**config.mk**
```make
export PLATFORM = sky130hd
export DESIGN_NAME = segment_pool_allocator
export DESIGN_NICKNAME = d
export VERILOG_FILES = /design/src/sap_pkg.sv /design/src/sap_ctrl.sv /design/src/sap_dpath.sv /design/src/segment_pool_allocator.sv
export VERILOG_INCLUDE_DIRS = /design/src /design/src/src
export SDC_FILE = /design/constraint.sdc
export NUM_CORES = 1
export LEC_CHECK = 0
export BUFFER_PORTS_ARGS = -buffer_cell sky130_fd_sc_hd__buf_2
export CAP_MARGIN = 30
export CORE_AREA = 2 2 199 201
export CTS_BUF_LIST = sky130_fd_sc_hd__clkbuf_4
export DETAILED_ROUTE_END_ITERATION = 6
export DIE_AREA = 0 0 201 203
export GPL_TIMING_DRIVEN = 1
export PLACE_DENSITY = 0.84
export REMOVE_ABC_BUFFERS = 1
export SLEW_MARGIN = 40
export SYNTH_ARGS = -nofsm -noshare
export SYNTH_HDL_FRONTEND = slang
export SYNTH_SLANG_ARGS = --single-unit
```
**constraint.sdc**
```tcl
create_clock -name clk_i -period 12.78 [get_ports clk_i]
set_clock_uncertainty 0.1 [all_clocks]
set_input_delay 2.556 -clock clk_i [delete_from_list [all_inputs] [get_ports clk_i]]
set_output_delay 2.556 -clock clk_i [all_outputs]
set_load 0.01 [all_outputs]
```
**src/assert_macros.svh**
```systemverilog
// Assertion macros used by the segment pool allocator controller.
// Depends on a clock named clk_i and an active-low reset named rst_ni in scope.
`ifndef ASSERT_MACROS_SVH
`define ASSERT_MACROS_SVH

// Check that a property holds at every clock edge outside reset.
`define SAP_ASSERT(lbl, prop, msg) \
  lbl: assert property (@(posedge clk_i) disable iff (!rst_ni) (prop)) else $error(msg);

// Check that a condition never holds at a clock edge outside reset.
`define SAP_ASSERT_NEVER(lbl, cond, msg) \
  lbl: assert property (@(posedge clk_i) disable iff (!rst_ni) !(cond)) else $error(msg);

`endif

```
**src/sap_pkg.sv**
```systemverilog
// Shared types and constants for the segment pool allocator.
// No dependencies; imported by the controller, datapath and top level.
`timescale 1ns / 1ps

package sap_pkg;

  localparam int unsigned SLOTS     = 4;
  localparam int unsigned SLOT_W    = (SLOTS > 1) ? $clog2(SLOTS) : 1;
  localparam int unsigned CFG_IDX_W = 3;
  localparam int unsigned DATA_W    = 32;
  localparam int unsigned ALIGN_W   = 9;

  localparam logic [CFG_IDX_W-1:0] CFG_POOL_BASE     = 3'd0;
  localparam logic [CFG_IDX_W-1:0] CFG_POOL_BYTES    = 3'd1;
  localparam logic [CFG_IDX_W-1:0] CFG_SECURE_BASE   = 3'd2;
  localparam logic [CFG_IDX_W-1:0] CFG_SECURE_BYTES  = 3'd3;
  localparam logic [CFG_IDX_W-1:0] CFG_REQUEST_BYTES = 3'd4;

  localparam logic OP_ALLOC = 1'b0;
  localparam logic OP_FREE  = 1'b1;

  typedef enum logic [2:0] {
    STATUS_OK          = 3'd0,
    STATUS_NO_SLOT     = 3'd1,
    STATUS_EXHAUSTED   = 3'd2,
    STATUS_SECURE_BUSY = 3'd3,
    STATUS_NOT_FOUND   = 3'd4
  } status_e;

  typedef struct packed {
    logic              op;
    logic              secure;
    logic [DATA_W-1:0] free_addr;
  } in_t;

  typedef struct packed {
    status_e           status;
    logic [DATA_W-1:0] grant_addr;
    logic [DATA_W-1:0] grant_size;
  } out_t;

  typedef struct packed {
    logic start;
    logic step;
    logic commit;
  } cmd_t;

  typedef struct packed {
    logic scan_last;
  } sts_t;

endpackage

```
**src/sap_ctrl.sv**
```systemverilog
// Controller state machine for the segment pool allocator.
// Depends on sap_pkg and assert_macros.svh; drives commands to sap_dpath and owns the channel handshakes.
`timescale 1ns / 1ps
`include "assert_macros.svh"

module sap_ctrl (
  input  logic          clk_i,
  input  logic          rst_ni,
  input  logic          in_valid_i,
  output logic          in_stall_o,
  output logic          out_valid_o,
  input  logic          out_stall_i,
  input  sap_pkg::sts_t sts_i,
  output sap_pkg::cmd_t cmd_o
);
  import sap_pkg::*;

  typedef enum logic [2:0] {
    ST_IDLE   = 3'b001,
    ST_SCAN   = 3'b010,
    ST_COMMIT = 3'b100
  } state_e;

  state_e state_q, state_d;
  logic   out_valid_q, out_valid_d;

  always_comb begin
    cmd_o.start  = (state_q == ST_IDLE) && in_valid_i;
    cmd_o.step   = (state_q == ST_SCAN);
    cmd_o.commit = (state_q == ST_COMMIT) && (!out_valid_q || !out_stall_i);
  end

  always_comb begin
    state_d = state_q;
    case (state_q)
      ST_IDLE: begin
        if (in_valid_i) state_d = ST_SCAN;
      end
      ST_SCAN: begin
        if (sts_i.scan_last) state_d = ST_COMMIT;
      end
      ST_COMMIT: begin
        if (cmd_o.commit) state_d = ST_IDLE;
      end
      default: state_d = ST_IDLE;
    endcase
  end

  always_comb begin
    out_valid_d = out_valid_q;
    if (cmd_o.commit) begin
      out_valid_d = 1'b1;
    end else if (!out_stall_i) begin
      out_valid_d = 1'b0;
    end
  end

  always_ff @(posedge clk_i or negedge rst_ni) begin
    if (!rst_ni) begin
      state_q     <= ST_IDLE;
      out_valid_q <= 1'b0;
    end else begin
      state_q     <= state_d;
      out_valid_q <= out_valid_d;
    end
  end

  assign in_stall_o  = (state_q != ST_IDLE);
  assign out_valid_o = out_valid_q;

  `SAP_ASSERT(a_state_onehot, $onehot(state_q), "state register not one-hot")
  `SAP_ASSERT(a_start_scans, cmd_o.start |=> (state_q == ST_SCAN), "accepted item did not scan")
  `SAP_ASSERT(a_scan_ends, (cmd_o.step && sts_i.scan_last) |=> (state_q == ST_COMMIT),
    "scan did not end in commit")
  `SAP_ASSERT(a_result_from_commit, $rose(out_valid_o) |-> $past(state_q == ST_COMMIT),
    "result raised outside commit")

endmodule

```
**src/sap_dpath.sv**
```systemverilog
// Datapath for the segment pool allocator: configuration registers, segment
// table, slot scan, grant decision and output register. Depends on sap_pkg.
`timescale 1ns / 1ps

module sap_dpath (
  input  logic                            clk_i,
  input  logic                            rst_ni,
  input  sap_pkg::cmd_t                   cmd_i,
  output sap_pkg::sts_t                   sts_o,
  input  sap_pkg::in_t                    in_data_i,
  output sap_pkg::out_t                   out_data_o,
  input  logic                            cfg_we_i,
  input  logic [sap_pkg::CFG_IDX_W-1:0]   cfg_idx_i,
  input  logic [sap_pkg::DATA_W-1:0]      cfg_data_i
);
  import sap_pkg::*;

  localparam logic [DATA_W:0]   NEED_MASK = ~((DATA_W+1)'((1 << ALIGN_W) - 1));
  localparam logic [DATA_W-1:0] ADDR_MASK = ~(DATA_W'((1 << ALIGN_W) - 1));
  localparam logic [DATA_W:0]   ROUND_ADD = (DATA_W+1)'((1 << ALIGN_W) - 1);

  logic [DATA_W-1:0] pool_base_q, pool_bytes_q, secure_base_q, secure_bytes_q, request_bytes_q;

  logic [SLOTS-1:0]  slot_in_use_q, slot_in_use_d;
  logic [SLOTS-1:0]  slot_alloc_q, slot_alloc_d;
  logic [DATA_W-1:0] slot_addr_q [SLOTS];
  logic [DATA_W-1:0] slot_size_q [SLOTS];
  logic [DATA_W-1:0] used_offset_q, used_offset_d;
  logic              secure_taken_q, secure_taken_d;

  in_t               item_q;
  logic [DATA_W:0]   need_q;
  logic [DATA_W-1:0] room_q;
  logic [SLOT_W-1:0] scan_q;

  logic              reuse_hit_q, empty_hit_q, free_hit_q;
  logic [SLOT_W-1:0] empty_idx_q, free_idx_q;
  logic [SLOT_W-1:0] reuse_idx_q;
  logic [DATA_W-1:0] reuse_addr_q;

  out_t              out_q, res;
  logic              slot_write;
  logic [DATA_W-1:0] new_addr;

  logic [DATA_W:0]   need_calc;
  logic [DATA_W-1:0] room_calc;
  logic              reuse_cond, empty_cond, free_cond;

  assign need_calc = ({1'b0, request_bytes_q} + ROUND_ADD) & NEED_MASK;
  assign room_calc = (used_offset_q > pool_bytes_q) ? '0 : (pool_bytes_q - used_offset_q);
  assign new_addr  = (pool_base_q + used_offset_q) & ADDR_MASK;

  assign reuse_cond = !slot_in_use_q[scan_q] && slot_alloc_q[scan_q]
                      && ({1'b0, slot_size_q[scan_q]} == need_q);
  assign empty_cond = !slot_alloc_q[scan_q];
  assign free_cond  = slot_in_use_q[scan_q] && slot_alloc_q[scan_q]
                      && (slot_addr_q[scan_q] == item_q.free_addr);

  assign sts_o.scan_last = (scan_q == SLOT_W'(SLOTS - 1));

  always_comb begin
    res            = '{status: STATUS_OK, grant_addr: '0, grant_size: '0};
    slot_in_use_d  = slot_in_use_q;
    slot_alloc_d   = slot_alloc_q;
    used_offset_d  = used_offset_q;
    secure_taken_d = secure_taken_q;
    slot_write     = 1'b0;
    if (item_q.op == OP_FREE) begin
      if (item_q.free_addr == secure_base_q) begin
        secure_taken_d = 1'b0;
      end else if (free_hit_q) begin
        slot_in_use_d[free_idx_q] = 1'b0;
      end else begin
        res.status = STATUS_NOT_FOUND;
      end
    end else if (item_q.secure) begin
      if (secure_taken_q) begin
        res.status = STATUS_SECURE_BUSY;
      end else begin
        secure_taken_d = 1'b1;
        res.grant_addr = secure_base_q;
        res.grant_size = secure_bytes_q;
      end
    end else if (reuse_hit_q) begin
      slot_in_use_d[reuse_idx_q] = 1'b1;
      res.grant_addr             = reuse_addr_q;
      res.grant_size             = request_bytes_q;
    end else if (!empty_hit_q) begin
      res.status = STATUS_NO_SLOT;
    end else if ({1'b0, room_q} < need_q) begin
      res.status = STATUS_EXHAUSTED;
    end else begin
      slot_write                 = 1'b1;
      slot_in_use_d[empty_idx_q] = 1'b1;
      slot_alloc_d[empty_idx_q]  = 1'b1;
      used_offset_d              = used_offset_q + need_q[DATA_W-1:0];
      res.grant_addr             = new_addr;
      res.grant_size             = request_bytes_q;
    end
  end

  always_ff @(posedge clk_i or negedge rst_ni) begin
    if (!rst_ni) begin
      pool_base_q     <= '0;
      pool_bytes_q    <= '0;
      secure_base_q   <= '0;
      secure_bytes_q  <= '0;
      request_bytes_q <= '0;
      slot_in_use_q   <= '0;
      slot_alloc_q    <= '0;
      used_offset_q   <= '0;
      secure_taken_q  <= 1'b0;
      scan_q          <= '0;
      reuse_hit_q     <= 1'b0;
      empty_hit_q     <= 1'b0;
      free_hit_q      <= 1'b0;
    end else begin
      if (cfg_we_i) begin
        case (cfg_idx_i)
          CFG_POOL_BASE:     pool_base_q     <= cfg_data_i;
          CFG_POOL_BYTES:    pool_bytes_q    <= cfg_data_i;
          CFG_SECURE_BASE:   secure_base_q   <= cfg_data_i;
          CFG_SECURE_BYTES:  secure_bytes_q  <= cfg_data_i;
          CFG_REQUEST_BYTES: request_bytes_q <= cfg_data_i;
          default: ;
        endcase
      end
      if (cmd_i.start) begin
        scan_q      <= '0;
        reuse_hit_q <= 1'b0;
        empty_hit_q <= 1'b0;
        free_hit_q  <= 1'b0;
      end else if (cmd_i.step) begin
        if (!sts_o.scan_last) scan_q <= scan_q + 1'b1;
        if (!reuse_hit_q && reuse_cond) reuse_hit_q <= 1'b1;
        if (!empty_hit_q && empty_cond) empty_hit_q <= 1'b1;
        if (!free_hit_q && free_cond)   free_hit_q  <= 1'b1;
      end
      if (cmd_i.commit) begin
        slot_in_use_q  <= slot_in_use_d;
        slot_alloc_q   <= slot_alloc_d;
        used_offset_q  <= used_offset_d;
        secure_taken_q <= secure_taken_d;
      end
    end
  end

  always_ff @(posedge clk_i) begin
    if (cmd_i.start) begin
      item_q <= in_data_i;
      need_q <= need_calc;
      room_q <= room_calc;
    end
    if (cmd_i.step) begin
      if (!reuse_hit_q && reuse_cond) begin
        reuse_idx_q  <= scan_q;
        reuse_addr_q <= slot_addr_q[scan_q];
      end
      if (!empty_hit_q && empty_cond) empty_idx_q <= scan_q;
      if (!free_hit_q && free_cond)   free_idx_q  <= scan_q;
    end
    if (cmd_i.commit) begin
      out_q <= res;
      if (slot_write) begin
        slot_addr_q[empty_idx_q] <= new_addr;
        slot_size_q[empty_idx_q] <= need_q[DATA_W-1:0];
      end
    end
  end

  assign out_data_o = out_q;

endmodule

```
**src/segment_pool_allocator.sv**
```systemverilog
// Segment pool allocator: one transaction in, one result out.
// An accepted transaction scans the slots (one slot scanned per cycle), then commits once the
// output register is free; in_stall_o stays high until then, so transactions never overlap.
// A finished result waits in the output register while the next transaction is taken.
// Asynchronous active-low reset clears the slot flags, pool offset, secure flag and
// configuration registers; no clearing pass is needed.
`timescale 1ns / 1ps

module segment_pool_allocator (
  input  logic                            clk_i,
  input  logic                            rst_ni,
  input  logic                            in_valid_i,
  output logic                            in_stall_o,
  input  sap_pkg::in_t                    in_data_i,
  output logic                            out_valid_o,
  input  logic                            out_stall_i,
  output sap_pkg::out_t                   out_data_o,
  input  logic                            cfg_we_i,
  input  logic [sap_pkg::CFG_IDX_W-1:0]   cfg_idx_i,
  input  logic [sap_pkg::DATA_W-1:0]      cfg_data_i
);
  import sap_pkg::*;

  cmd_t cmd;
  sts_t sts;

  sap_ctrl u_ctrl (
    .clk_i       (clk_i),
    .rst_ni      (rst_ni),
    .in_valid_i  (in_valid_i),
    .in_stall_o  (in_stall_o),
    .out_valid_o (out_valid_o),
    .out_stall_i (out_stall_i),
    .sts_i       (sts),
    .cmd_o       (cmd)
  );

  sap_dpath u_dpath (
    .clk_i      (clk_i),
    .rst_ni     (rst_ni),
    .cmd_i      (cmd),
    .sts_o      (sts),
    .in_data_i  (in_data_i),
    .out_data_o (out_data_o),
    .cfg_we_i   (cfg_we_i),
    .cfg_idx_i  (cfg_idx_i),
    .cfg_data_i (cfg_data_i)
  );

endmodule

```
* Word level (Yosys, flattened, before mapping) *
Memories as Yosys holds them, arrays and structs flattened.
Index checks and enable logic that the tools add are counted.

operators by class
  $add $sub $neg = 5
  $lt $le $gt $ge = 9
  equal/unequal tests = 22
  mux-type cells = 58
  bitwise operators = 9
  reduce and logical (&&, ||, !) cells = 43

operator list
  operator                                                              count
  64-bit 2-to-1 mux                                                     4
  67-bit 2-to-1 mux                                                     1
  32-bit adder                                                          2
  32-bit == test                                                        2
  32-bit by 9-bit adder with 33-bit output, second input constant       1
  32-bit by 33-bit == test with 1-bit output                            1
  32-bit by 33-bit < comparator with 1-bit output                       1
  32-bit > comparator                                                   1
  32-bit subtractor                                                     1
  4-bit 2-to-1 mux                                                      7
  1-bit 2-to-1 mux                                                      27
  3-bit 2-to-1 mux                                                      8
  2-bit AND reduction                                                   12
  1-bit logical AND                                                     12
  2-bit by 3-bit < comparator with 1-bit output, second input constant  4
  2-bit inequality test, second input constant                          6
  4-bit bitwise OR                                                      3
  6-bit AND reduction                                                   2
  2-bit 2-to-1 mux                                                      5
  2-bit nonzero test                                                    5
  3-bit by 2-bit == test with 1-bit output, second input constant       3
  3-bit case mux with 3 select lines                                    1
  1-bit logical NOT                                                     7
  1-bit demux with 2-bit select                                         3
  15 further kinds                                                      27

storage, ports and cells
  register bits after elaboration = 405
  RAM bits = 184
  output and inout port bits = 69
  word-level logic and storage cells = 175
  memories = 2

memories
  name                 words  width  rd ports  clocked after memory_dff  write ports  RTL line         RTL
  u_dpath.slot_addr_q  4      23     1         0                         1            sap_dpath.sv:26  logic [DATA_W-1:0] slot_addr_q [SLOTS];
  u_dpath.slot_size_q  4      23     1         0                         1            sap_dpath.sv:27  logic [DATA_W-1:0] slot_size_q [SLOTS];

* Longest topological paths before layout *
Gate-level depths: netlist of the first run.

  depth in word-level cells = 10
  gate-level depth with buffers = 13
  depth with buffers taken out = 12

* Hierarchy *
Synthesis of the first run repeated with hierarchy kept, for this count alone.

second synthesis, totals
  cell total of the unflattened synthesis = 1762
  area, all modules = 25012.7 µm²

modules (own cells, without submodules)
  module     instances  cells each  area an instance (µm²)  sequential area each (µm²)
  sap_dpath  1          1741        24787.5                 15319.7
  sap_ctrl   1          21          225.2                   101.3

* Worst setup path before layout of the first run *
OpenSTA, ideal clock, no wires.

  kind = input -> register
  start = input port out_stall_i
  end = memory u_dpath.slot_addr_q[0][0] (netlist bit) (enable)
  library setup time = 508 ps
  arrival = 6477 ps
  data required time = 12172 ps
  slack = 5696 ps
  cell stages on the path = 6
  path buffers = 2
  path through = nand2_1 nand2_1 or2_2 clkbuf_1 buf_2 nor3_1

on the way
  cells in the longest elaborated chain, start to end = 5

RTL lines
  element                                 RTL line                      RTL
  from (decl)                             segment_pool_allocator.sv:16  input logic out_stall_i,
  1-bit logical NOT                       sap_ctrl.sv:30                cmd_o.commit = (state_q == ST_COMMIT) && (!out_valid_q || !out_stall_i);
  1-bit logical OR                        sap_ctrl.sv:30
  1-bit logical AND                       sap_ctrl.sv:30
  1-bit 2-to-1 mux                        sap_dpath.sv:162              if (cmd_i.commit) begin
  1-bit 2-to-1 mux (not written as such)  sap_dpath.sv:165              slot_addr_q[empty_idx_q] <= new_addr;
  to (decl)                               sap_dpath.sv:26

No other way between the ends.

* Final worst setup path of the first run *
  start = register u_ctrl.state_q[0]
  end = output port in_stall_o

on the way
  cells in the longest elaborated chain, start to end = 1

RTL lines
  element                                           RTL line                      RTL
  from (decl)                                       sap_ctrl.sv:24                state_e state_q, state_d;
  from (signal assigned)                            sap_ctrl.sv:63                state_q <= state_d;
  3-bit by 1-bit inequality test with 1-bit output  sap_ctrl.sv:68                assign in_stall_o = (state_q != ST_IDLE);
  to (decl)                                         segment_pool_allocator.sv:13  output logic in_stall_o,

No other way between the ends.

==> qor.csv, run 1 <==
metric;value;unit
CORE AREA;0.0385;mm²
Slew HR;46.2;%
Mapped Area;0.0249;mm²
IO Count;143;
Buf+Inv Stages, Crit Path;1;
crit-path max FO;5;
initial antenna violation count;1;
Yosys reg bits;544;
Internal;3.46;mW
Synth cell types;80;
final worst path period share;36.6;%
Post-synth ARST share;33.6;%
Sum Neg Setup Slack;0;ns
Max Cap Viol;0;
top post-synthesis cells by area;edfxtp_1 (43%), dfrtp_1 (18%), mux2_2 (6.2%);
PostCTS Resize Cnt;0;
RSZ-0062 raised after global routing;false;
Synth Flop Type;edfxtp_1;
Post-DP HPWL;42.0;mm
crit path launch type;flop;
Post-CTS Hold Buffers;0;
routed wire length;62.4;mm
Max stage delay on crit path;0.57;ns
Residual DRC;0;
switch share;30.7;%
min Tclk post-route;4.68;ns
sequential cell area fraction in the yosys report;61.8;%
CTS Buffer Depth;3;
Post-synth EDFFs;361;
synth-to-layout area growth;13.1;%
Place WS;7.82;ns
Switch Pwr;1.54;mW
status;complete, no violations;
max-slew violations;0;
vias per inst;6.27;
Tightest Hold Check Type;reg2reg;
Flop pwr share;46.8;%
wire per inst;23.8;µm
commonest non-fill, non-tap cell in the layout;edfxtp_1;
WP data required;10.12;ns
Fillers;2337;
proportion of layout cells with a drive suffix above 1;29.8;%
drt first-iter violations;1561;
CTS Sinks;544;
Arrival @ worst endpoint;2.02;ns
synth warn;0;
family with the most delay on the worst path;flip-flops;
final antenna-violating net count;0;
CTS buffer count;137;
worst ir drop on vdd;110;µV
vias in the first global route;16817;
slowest cell on the critical path;dfstp_2;
DRT Pass-1 Iters;6;
GR Overflow Total;0;
die footprint;0.0408;mm²
setup ws final;8.10;ns
Yosys top cell area share;43.5;%
Die Ht;203;µm
endpoints failing setup;0;
DIE WIDTH;201;µm
Post-CTS Setup Bufs;0;
port bufs;142;
ordered cell list for the critical path;or3b_2 > buf_2;
Starting Density;64.8;%
post-layout power;5.00;mW
Syn Inst Count;1736;
Placer Congestion;0.894;
PD cells;177;mW/mm²
upper clock frequency limit;0.214;GHz
Gate power share;21.8;%
largest net degree at the start of global routing;70;
Total GRT Usage;31.3;%
leakage dissipation;11.3;nW
CP endpoint kind;output pin;
vias post-DR;16415;
clock latency on the worst-skew pair;0.81;ns
Syn Area/Cell;14.4;µm²
most frequent cells in the layout;edfxtp_1 (361), clkbuf_4 (215), dfrtp_1 (180);
first-pass GRT wire length;96.1;mm
Final Hold Fails;0;
post-synth top area cell;edfxtp_1;
internal reg-to-reg setup slack;8.46;ns
Nets;2149;
H-tree Lvls;4;
Worst-path clk slew;0.07;ns
Crit Path Class;reg2out;
clock network fraction of total power;31.4;%
num rows;72;
Root Driver;clkbuf_4;
CTS tree;done;
slew at the pin closest to its max-slew limit;0.800;ns
[cells in the mapped netlist (43+ instances only)]
master	instances
a21oi_1	49
xor2_1	78
nor2_1	87
ha_1	90
o21ai_0	69
nand2_1	82
xnor2_1	73
edfxtp_1	361
mux2_2	137
a22o_1	50
inv_1	69
mux4_2	48
dfrtp_1	182
a21o_1	43
[power groups by stage]
| stage | combinational, mW | clock, mW | sequential, mW |
|---|---|---|---|
| 2_1_floorplan | 0.740 | 0 | 2.33 |
| 3_3_place_gp | 1.01 | 0 | 2.36 |
| 3_5_place_dp | 1.06 | 0 | 2.37 |
| 4_1_cts | 1.08 | 1.59 | 2.34 |
| 5_1_grt | 1.18 | 1.68 | 2.36 |
| 6_report | 1.09 | 1.57 | 2.34 |
[logic make-up (layout without fill, tap and decap cells)]
family | after synthesis | count (layout) | share of synthesized area (%)
flip-flops | 544 | 544 | 61.8
AND/OR/NAND/NOR | 336 | 336 | 6.85
AO/OA/AOI/OAI | 306 | 306 | 8.73
multiplexers | 185 | 185 | 10.5
XOR/XNOR | 151 | 151 | 5.30
buffers and inverters | 121 | 482 | 2.01
adder cells (fa/ha/maj) | 93 | 93 | 4.76
other | 0 | 2 | 0
[worst reg2reg max path: stages, from the launching register on]
cell	delay [ns]
edfxtp_1	0.49
inv_1	0.13
ha_1	0.30
nand2_1	0.05
o21ai_0	0.25
a21oi_1	0.20
o31ai_2	0.55
a22oi_1	0.22
or2_4	0.49
nor2b_4	0.66
buf_4	0.50
[flip-flops by register name, indices dropped and copies added, names as in the netlist, 24 cells and up]
register                 count
u_dpath.slot_addr_q         92
u_dpath.slot_size_q         92
u_dpath.out_data_o          67
u_dpath.item_q              34
u_dpath.request_bytes_q     32
u_dpath.secure_base_q       32
u_dpath.secure_bytes_q      32
u_dpath.need_q              24
[metal layers]
layer	part of all wire (%)	GRT usage, %	up-vias
li1	-	-	7133
met1	38	40.6	8156
met2	48	49.9	974
met3	10	8.31	152
met4	3.8	14.6	0
met5	0	0	-
[stage by stage]
step,hold WS [ns],area [µm²],util (%),instances
finish,0.338,28200,73.4,2617
global placement,0.330,26200,68.2,2359
CTS,0.335,28200,73.3,2615
floorplan,0.334,24700,-,1684
detailed placement,0.339,26300,68.4,2361
global route,0.387,28200,73.3,2616
[final cells by class]
type	instances	area (µm²)	area share, %
Clock buffer	215	1610	5.72
Inverter	69	259	0.918
Clock inverter	39	277	0.980
Antenna cell	2	5.00	0.0177
Multi-Input combinational cell	1071	9120	32.3
Timing Repair Buffer	159	870	3.08
Sequential cell	544	15400	54.7
Tap cell	518	648	2.30
[worst paths after layout]
kind,from,endpoint,depth (start not counted)
setup / recovery,u_ctrl.state_q[0],in_stall_o,2
hold / removal,u_ctrl.out_valid_o,u_ctrl.state_q[0],1
setup reg to reg,u_dpath.need_q[10],u_dpath.slot_size_q[1][12],10
hold reg to reg,u_ctrl.out_valid_o,u_ctrl.state_q[0],1
max in group asynchronous,rst_ni,u_dpath.request_bytes_q[9],3
min in group asynchronous,rst_ni,u_dpath.pool_bytes_q[27],1
Power figures use the tool's default switching activity.
==> run 2, diff against run 1 <==
--- a/config.mk
+++ b/config.mk
@@ -8,12 +8,12 @@
 export LEC_CHECK = 0
 export BUFFER_PORTS_ARGS = -buffer_cell sky130_fd_sc_hd__buf_2
 export CAP_MARGIN = 30
-export CORE_AREA = 2 2 199 201
+export CORE_AREA = 2 2 213 215
 export CTS_BUF_LIST = sky130_fd_sc_hd__clkbuf_4
 export DETAILED_ROUTE_END_ITERATION = 6
-export DIE_AREA = 0 0 201 203
+export DIE_AREA = 0 0 215 217
 export GPL_TIMING_DRIVEN = 1
-export PLACE_DENSITY = 0.84
+export PLACE_DENSITY = 0.77
 export REMOVE_ABC_BUFFERS = 1
 export SLEW_MARGIN = 40
 export SYNTH_ARGS = -nofsm -noshare
==> constraint.sdc (replaced) <==
create_clock -name clk_i -period 4.2 [get_ports clk_i]
set_clock_uncertainty 0.1 [all_clocks]
set_input_delay 0.84 -clock clk_i [delete_from_list [all_inputs] [get_ports clk_i]]
set_output_delay 0.84 -clock clk_i [all_outputs]
set_load 0.01 [all_outputs]
==> run 2 against run 1 <==
Effect of this change: wire length increased by 3.5%; non-clock buffer count increased by 50; cell count increased by 5.2%; hold slack got worse by 0.23 ns; combinational power increased to 3.1 times the previous value; register-to-register slack got worse by 7.8 ns.
==> qor.csv, run 2 (synthesized netlist as in run 1, its figures left out) <==
metric;value;unit
status;complete, no violations;
Worst-path clk slew;0.07;ns
commonest non-fill, non-tap cell in the layout;edfxtp_1;
Switch Pwr;4.76;mW
post-layout power;15.5;mW
Max Cap Viol;0;
synth-to-layout area growth;15.9;%
GR Overflow Total;0;
DIE WIDTH;215;µm
Root Driver;clkbuf_4;
proportion of layout cells with a drive suffix above 1;30.2;%
Internal;10.7;mW
upper clock frequency limit;0.281;GHz
utilization after layout;64.7;%
min Tclk post-route;3.56;ns
wire per inst;23.5;µm
Flop pwr share;46.4;%
CP endpoint kind;flop;
routed wire length;64.6;mm
RSZ-0062 raised after global routing;false;
worst ir drop on vdd;504;µV
PostCTS Resize Cnt;0;
Total GRT Usage;28.0;%
DRT Pass-1 Iters;6;
switch share;30.7;%
num rows;78;
endpoints failing setup;0;
Tightest Hold Check Type;in2reg;
Layout Cells excl Fill;2752;
H-tree Lvls;4;
PD cells;536;mW/mm²
Placer Congestion;0.921;
placed insts;2457;
initial antenna violation count;2;
Arrival @ worst endpoint;4.03;ns
drt first-iter violations;1650;
clock network fraction of total power;31.8;%
first-pass GRT wire length;98.0;mm
CTS tree;done;
Nets;2201;
CTS Buffer Depth;3;
final antenna-violating net count;0;
Gate power share;21.8;%
vias post-DR;16472;
max-slew violations;0;
Residual DRC;0;
CORE AREA;0.0447;mm²
CTS buffer count;139;
vias in the first global route;16618;
WP data required;4.66;ns
Post-DP HPWL;43.3;mm
Slew HR;40.0;%
slew at the pin closest to its max-slew limit;0.900;ns
Final Hold Fails;0;
IO Count;143;
largest net degree at the start of global routing;87;
Die Ht;217;µm
Crit Path Class;reg2reg;
vias per inst;5.99;
clock latency on the worst-skew pair;0.90;ns
port bufs;142;
crit path launch type;flop;
die footprint;0.0467;mm²
leakage dissipation;11.5;nW
final worst path period share;84.9;%
CTS Sinks;544;
most frequent cells in the layout;edfxtp_1 (361), clkbuf_4 (225), dfrtp_1 (180);
Starting Density;55.8;%
crit-path max FO;14;
run 2: changes by cell type in the layout (fill, tap and decap cells not counted), sizes merged:
cell and change:
dlygate4sd3 +36, buf +14, clkinv -11, clkbuf +10
inv +3, clkinvlp -2, diode +2, bufinv +1
run 2: routing by layer:
layer	wire length (µm)	track usage, %	up-vias
li1	-	-	7259
met5	0	0	-
met1	25800	37.5	8222
met3	6150	7.63	136
met4	1990	10.2	0
met2	30600	44.4	855
run 2: cell type report:
type	instances	area (µm²)
Clock inverter	30	262
Clock buffer	225	1690
Antenna cell	4	10.0
Fill cell	3264	15800
Multi-Input combinational cell	1071	9100
Inverter	69	259
Tap cell	600	751
Sequential cell	544	15400
Timing Repair Buffer	209	1410
run 2: per-stage QoR:
| stage | cell area [µm²] | setup TNS, ns | hold slack (ns) | setup WS [ns] |
|---|---|---|---|---|
| after floorplan | 24700 | -249.05 | 0.334 | -1.62 |
| after global placement | 26600 | 0 | 0.338 | 0.676 |
| after detailed placement | 26600 | 0 | 0.352 | 0.655 |
| after CTS | 28800 | 0 | 0.000244 | 0.644 |
| after global routing | 28900 | 0 | 0.0300 | 0.396 |
| final | 28900 | 0 | 0.104 | 0.636 |
run 2: worst paths after layout:
check | from | cells after the start | slack [ns] | end
worst max-delay path | u_dpath.need_q[10] | 11 | 0.64 | u_dpath.slot_size_q[3][15]
worst min-delay path | cfg_data_i[3] | 2 | 0.10 | u_dpath.secure_bytes_q[3]
worst max register to register | u_dpath.need_q[10] | 11 | 0.64 | u_dpath.slot_size_q[3][15]
worst min register to register | u_dpath.slot_alloc_q[2] | 1 | 0.36 | u_dpath.slot_alloc_q[2]
max in group asynchronous | rst_ni | 3 | 2.59 | u_dpath.request_bytes_q[17]
min in group asynchronous | rst_ni | 2 | 0.47 | u_dpath.request_bytes_q[28]
run 2: worst max-delay path: stages, from the launching register on:
cell and delay (ns):
edfxtp_1 0.52, inv_1 0.14, ha_1 0.30, nand2_1 0.04
o21ai_0 0.23, a21oi_1 0.17, o31ai_1 0.30, buf_4 0.19
a22oi_1 0.09, or2_2 0.41, nor2_4 0.39, buf_4 0.36
run 2: power groups by stage:
stage,combinational [mW],sequential (mW),clock [mW]
after global routing,3.66,7.23,5.31
after global placement,3.19,7.23,0
after floorplan,2.25,7.10,0
final,3.38,7.18,4.93
after detailed placement,3.30,7.27,0
after CTS,3.34,7.16,5.01
run 2: timing repair:
item / CTS / global route
hold buffers: 25 / 11
endpoints found under the hold margin: 104 / 11
setup buffers: 0 / 0
